**src/sv/qibm_pkg.sv**
```systemverilog
`timescale 1ns / 1ps
// ----------------------------------------------------------------------------
// qibm_pkg
// Widths, side-band struct and fixed-point helpers for the quad bilinear map.
// ----------------------------------------------------------------------------
package qibm_pkg;

	localparam int W     = 32;          // coordinate width
	localparam int F     = 16;          // fraction bits
	localparam int EXT   = W + 3;       // headroom for short sums
	localparam int MAGW  = 2 * W + F;   // wide unsigned magnitude
	localparam int DQ    = W + F;       // dividend bits, one per divider stage
	localparam int SQW   = W - 1 + F;   // radicand bits
	localparam int SQB   = (SQW + 1) / 2; // root bits, one per root stage
	localparam int NUM_REGS = 8;
	localparam int CFG_IW   = 4;

	localparam logic FUNC_MAP   = 1'b0;
	localparam logic FUNC_UNMAP = 1'b1;

	typedef logic signed [W-1:0] num_t;

	localparam num_t MAXV    = {1'b0, {(W-1){1'b1}}};
	localparam num_t MINV    = {1'b1, {(W-1){1'b0}}};
	localparam num_t NEG_ONE = -(num_t'(1) <<< F);

	typedef struct packed {
		logic unmap;
		logic fail;
		num_t hx;
		num_t hy;
		num_t a;
		num_t b;
		num_t c;
		num_t v;
		num_t rx;
		num_t ry;
	} side_t;

	function automatic logic signed [EXT-1:0] sx(input num_t a);
		return {{(EXT-W){a[W-1]}}, a};
	endfunction

	function automatic num_t sat_w(input logic signed [EXT-1:0] v);
		if (v > sx(MAXV)) return MAXV;
		if (v < sx(MINV)) return MINV;
		return v[W-1:0];
	endfunction

	function automatic logic [W-1:0] mag(input num_t a);
		return a[W-1] ? (~a + 1'b1) : a;
	endfunction

	// signed value from a magnitude, saturated
	function automatic num_t from_mag(input logic [MAGW-1:0] m, input logic neg);
		logic [MAGW-1:0] lim;
		lim = MAGW'(1) << (W - 1);
		if (m > lim) return neg ? MINV : MAXV;
		if (neg) return -num_t'(m[W-1:0]);
		if (m == lim) return MAXV;
		return m[W-1:0];
	endfunction

	// round half away from zero, drop fraction, saturate
	function automatic num_t round_mul(input logic [2*W-1:0] pm, input logic neg);
		logic [2*W:0] p;
		p = {1'b0, pm} + ((2*W+1)'(1) << (F - 1));
		return from_mag(MAGW'(p >> F), neg);
	endfunction

endpackage

```
**src/sv/qibm_mul.sv**
```systemverilog
`timescale 1ns / 1ps
// ----------------------------------------------------------------------------
// qibm_mul
// Two-stage fixed-point multiply: magnitude product, then round and saturate.
// ----------------------------------------------------------------------------
module qibm_mul import qibm_pkg::*; (
	input  logic clk,
	input  num_t a,
	input  num_t b,
	output num_t p
);

	logic [2*W-1:0] pm_s1;
	logic           neg_s1;
	num_t           p_s2;

	always_ff @(posedge clk) begin
		pm_s1  <= mag(a) * mag(b);
		neg_s1 <= a[W-1] ^ b[W-1];
		p_s2   <= round_mul(pm_s1, neg_s1);
	end

	assign p = p_s2;

endmodule

```
**config.mk**
```make
export PLATFORM = sky130hd
export DESIGN_NAME = qibm_mul
export DESIGN_NICKNAME = d
export VERILOG_FILES = /design/src/sv/qibm_pkg.sv /design/src/sv/qibm_mul.sv
export SDC_FILE = /design/constraint.sdc
export NUM_CORES = 2
export LEC_CHECK = 0
export ABC_AREA = 1
export BUFFER_PORTS_ARGS = -buffer_cell sky130_fd_sc_hd__buf_2
export CAP_MARGIN = 5
export CORE_AREA = 5 5 306 308
export CTS_CLUSTER_SIZE = 14
export DETAILED_ROUTE_END_ITERATION = 12
export DIE_AREA = 0 0 311 313
export SETUP_SLACK_MARGIN = 0.3
export SLEW_MARGIN = 20
export SYNTH_ARGS = -nofsm -noshare
export SYNTH_HDL_FRONTEND = slang
export SYNTH_SLANG_ARGS = --single-unit
```
**constraint.sdc**
```tcl
create_clock -name clk -period 10.43 [get_ports clk]
set_input_delay 1.043 -clock clk [delete_from_list [all_inputs] [get_ports clk]]
set_output_delay 1.043 -clock clk [all_outputs]
set_load 0.1 [all_outputs]
```
# Yosys cells after proc, flatten, opt, wreduce, memory -nomap -nowiden
# Cells that the tools add are included.
# word_totals
ff_bits,97
out_inout_bits,32
# classes
multipliers,1
add_sub_neg,4
eq_ne,1
n_lt_le_gt_ge,1
bitwise,3
n_mux,15
# ops
operator,count
$mux 32,9
$add 64x16->65 const B,1
$add 32x1->32 const B,2
$mul 32x32->64,1
$not 32->32,2
$eq 49x32->1 const B,1
$gt 49x32->1 const B,1
$neg 32->32,1
$mux 1,6
$xor 1x1->1,1

# Depth between registers and ports, before layout
# depth
ltp_word,9
depth_mapped,43
ltp_nobuf,41

# Worst setup path after synthesis
# No wires, ideal clock.
# synth_path
path_kind,input-to-reg
from,in a[0]
to,reg pm_s1[61]
t_required_ns,10.318
n_path_buf,3
cell_stages,38
slack_ns,1.448
arrival_ns,8.870
cell_sequence,buf_2 > inv_2 > clkbuf_1 > ha_1 > nand4_1 > nor2_1 > nand4_1 > nor2_1 > nand3_1 > nand2_1 > o21ai_0 > or2_2 > nand2_2 > clkbuf_1 > nand2_1 > fa_1 > inv_1 > fa_1 > [2 not listed] > fa_1 > inv_1 > fa_1 > inv_1 > fa_1 > fa_1 > fa_1 > inv_1 > ha_1 > a21o_1 > a31oi_1 > o21ai_0 > a21oi_1 > nor2_1 > a211oi_1 > nand2_1 > nand2_1 > nand2_1
# synth_via
elab_chain_cells,4
# synth_rtl
item,line_no,rtl
start: declaration,qibm_mul.sv:8,"input num_t a,"
$not 32->32,qibm_pkg.sv:51,return a[W-1] ? (~a + 1'b1) : a;
$add 32x1->32,qibm_pkg.sv:51,
$mux 32 (*),qibm_pkg.sv:51,
$mul 32x32->64 (*),qibm_mul.sv:18,pm_s1 <= mag(a) * mag(b);
end signal: assignment,qibm_mul.sv:18,
end: declaration,qibm_mul.sv:13,logic [2*W-1:0] pm_s1;
# Mark *: on every way between the ends. The rest lies on a longest branch, timed or not.

# Final worst setup path
# layout_path
from,in a[0]
to,reg pm_s1[53]
# Same word-level chain as after synthesis.

==> results.md <==
* Fin Clk Skew at 0.00779 ns
* Worst setup path category: primary input to flip-flop
* Antenna diode count at 0
* Period utilization at 94.2%
* Die H at 313 µm
* CTS root buf: clkbuf_16
* Required time worst endpoint at 10.68 ns
* Main synth FF type: dfxtp_1
* Iteration count of the initial detailed-routing pass at 5
* Antenna Nets Post-Route at 0
* Layout cells sized above 1 at 6.88%
* Synthesized instance count at 5407
* Fin worst setup slack at 0.604 ns
* Final instance count without filler cells at 6653
* Vias/cell at 5.26
* Total CTS buffers at 9
* Cells after DPL at 6635
* Syn Nets at 6631
* Hpwl dp at 122000 µm
* Syn-to-layout area delta at 6.30%
* Vias in the first global route at 37200
* Max Clk Rate at 0.102 GHz
* DRC viols at 0
* Yosys cell types at 49
* Drt total wl at 144000 µm
* Arr. time, crit path at 10.08 ns
* Worst-Margin Slew at 1.25 ns
* CORE AREA at 90800 µm²
* Post-synthesis cell area at 40300 µm²
* Pins over their slew limit at 0
* CP max stage delay at 0.72 ns
* Clock sinks at 82
* DRT iter0 DRCs at 2924
* I/O pin count at 97
* CP max FO at 10
* Drt wl/cell at 21.6 µm
* Clock Path Buffers at 2
* R2R setup slack at 7.01 ns
* Worst path slowest cell: xnor2_2
* Post-synth EDFFs at 0
* RSZ-0062 raised after global routing: yes
* Startpoint Class: primary input
* Initial antenna violation count at 2
* Worst-path clk slew at 0.07 ns
* Final nets at 6686
* Placed instance area at 42500 µm²
* Minimum clock period at 9.83 ns
* Nature of the critical path endpoint: flip-flop
* Fill cell count at 9320
* Cell repeated most along the worst path: fa_1
* Final global-route overflow total at 0
* PortBufs at 96
* Final GP Congestion at 0.989
* Worst min-delay path class: flip-flop to flip-flop
* Post-synthesis sequential area ratio at 4.07%
* Hold Violations, Final at 0
* Register bit total from synthesis at 82
* Via count at 35000
* First-pass GRT wire length at 224000 µm
* TritonCTS clock tree: done
* Syn_area_per_cell at 7.45 µm²
* Initial core utilization at 44.4%
* GRT Total Usage at 30.1%
* Post-place setup slack at -0.000849 ns
* Max Cap Violations at 0
* CTS Hold Bufs at 0
* Die footprint at 97300 µm²
* Asr flop ratio synth at 0%
* Max_slew headroom at 16.1%
* Pin count of the biggest net entering global routing at 61
* Status: finished, final reports clean
* Ys Warns at 0
* Worst-skew pair later-pin latency at 0.35 ns
* H-tree depth at 3
* Std cell rows at 111
* Die W at 311 µm
* Setup Viol. Count Final at 0
* Final Cell Area at 42800 µm²
layout make-up:
class	count	area (µm²)	area share, %
Clock buffer	9	225	0.526
Timing Repair Buffer	228	1480	3.44
Clock inverter	7	58.8	0.137
Inverter	1342	5060	11.8
Tap cell	1186	1480	3.46
Sequential cell	82	1640	3.84
Multi-Input combinational cell	3799	32900	76.8
worst max-delay path, delay by kind of cell:
| family | cells | cell delay (ns) |
|---|---|---|
| compound gates | 5 | 1.37 |
| buf+inv | 6 | 1.13 |
| simple gates | 8 | 1.08 |
| xor+xnor | 2 | 0.93 |
| fa+ha+maj | 10 | 4.49 |
path summary, 6_finish.rpt:
kind,start,endpoint,cells after the start
setup / recovery,a[0],pm_s1[53],31
setup reg to reg,pm_s1[15],p[3],17
hold reg to reg,pm_s1[16],p[0],3
hold / removal,pm_s1[16],p[0],3
state kept, by name, indices dropped and copies added (netlist names):
| name | count |
|---|---|
| pm_s1 | 49 |
| p | 32 |
| neg_s1 | 1 |
Yosys cell counts (2+ instances only):
| library cell | n | share of area (%) |
|---|---|---|
| inv_1 | 1318 | 12 |
| nand2_1 | 1189 | 11 |
| fa_1 | 895 | 44 |
| nor2_1 | 765 | 7.1 |
| ha_1 | 264 | 8.2 |
| nand3_1 | 148 | 1.8 |
| clkbuf_1 | 133 | 1.2 |
| a21oi_1 | 103 | 1.3 |
| dfxtp_1 | 82 | 4.1 |
| o21ai_0 | 79 | 0.98 |
| xor2_1 | 55 | 1.2 |
| nand2_2 | 40 | 0.62 |
| nand4_1 | 38 | 0.59 |
| buf_2 | 33 | 0.41 |
| nor3_1 | 30 | 0.37 |
| or2_2 | 23 | 0.36 |
| nand3b_1 | 18 | 0.34 |
| o21a_1 | 18 | 0.34 |
| nor4_1 | 17 | 0.26 |
| xnor2_1 | 16 | 0.35 |
| nor2_2 | 15 | 0.23 |
| clkinv_1 | 14 | 0.13 |
| nor2_4 | 14 | 0.39 |
| a31oi_1 | 12 | 0.19 |
| o21bai_1 | 11 | 0.20 |
| inv_2 | 10 | 0.093 |
| buf_1 | 7 | 0.065 |
| a21o_1 | 6 | 0.11 |
| buf_4 | 6 | 0.11 |
| o21ai_1 | 6 | 0.075 |
| and2_1 | 5 | 0.078 |
| a21boi_0 | 4 | 0.075 |
| buf_6 | 4 | 0.11 |
| nand2_4 | 4 | 0.11 |
| o211ai_1 | 4 | 0.075 |
| a211oi_1 | 3 | 0.056 |
| o221ai_1 | 3 | 0.065 |
| nor2_8 | 2 | 0.099 |
| o31ai_1 | 2 | 0.037 |
| xnor2_2 | 2 | 0.081 |
routing by layer:
| metal | vias up | global-route usage [%] | part of all wire [%] |
|---|---|---|---|
| met5 | - | 0 | 0 |
| met4 | 0 | 11.7 | 5.3 |
| met3 | 360 | 5.49 | 8.6 |
| met2 | 1435 | 49.3 | 45 |
| met1 | 17500 | 39.9 | 41 |
| li1 | 15700 | - | - |
timing repair:
action / 4_1_cts / 5_1_grt
endpoints found under the setup margin: 0 / 18
setup buffers: 0 / 2
resized for setup: 0 / 14
through the flow:
stage                     setup TNS, ns  util, %  hold WS [ns]
final                                 0     47.2         0.705
after global routing                  0     47.2         0.757
after CTS                             0     47.1         0.711
after detailed placement      -0.000849     46.8         0.686
after global placement           -0.158     46.8         0.682
after floorplan                       0        -         0.610
placed cells by master, fill, tap and decap left out, types with 23 or more instances in the layout:
cell     instances
nor2_1         764
nand4_1         38
buf_2           96
nand2_1       1188
inv_1         1315
nand2_2         41
o21ai_0         77
dfxtp_1         81
buf_4          131
nand3_1        148
fa_1           895
or2_2           23
ha_1           264
xor2_1          52
a21oi_1        102
nor3_1          29
kinds of logic (layout without fill, tap and decap cells):
group | Yosys count | after routing | share of synthesized area [%]
adder cells (fa/ha/maj) | 1159 | 1159 | 52.7
AND/OR/NAND/NOR | 2314 | 2314 | 23.6
AO/OA/AOI/OAI | 253 | 253 | 3.52
buffers and inverters | 1526 | 1586 | 14.5
XOR/XNOR | 73 | 73 | 1.62
flip-flops | 82 | 82 | 4.07
Power is not shown: default switching activity piles up to over one toggle a cycle in this logic, so the estimate is an artifact.
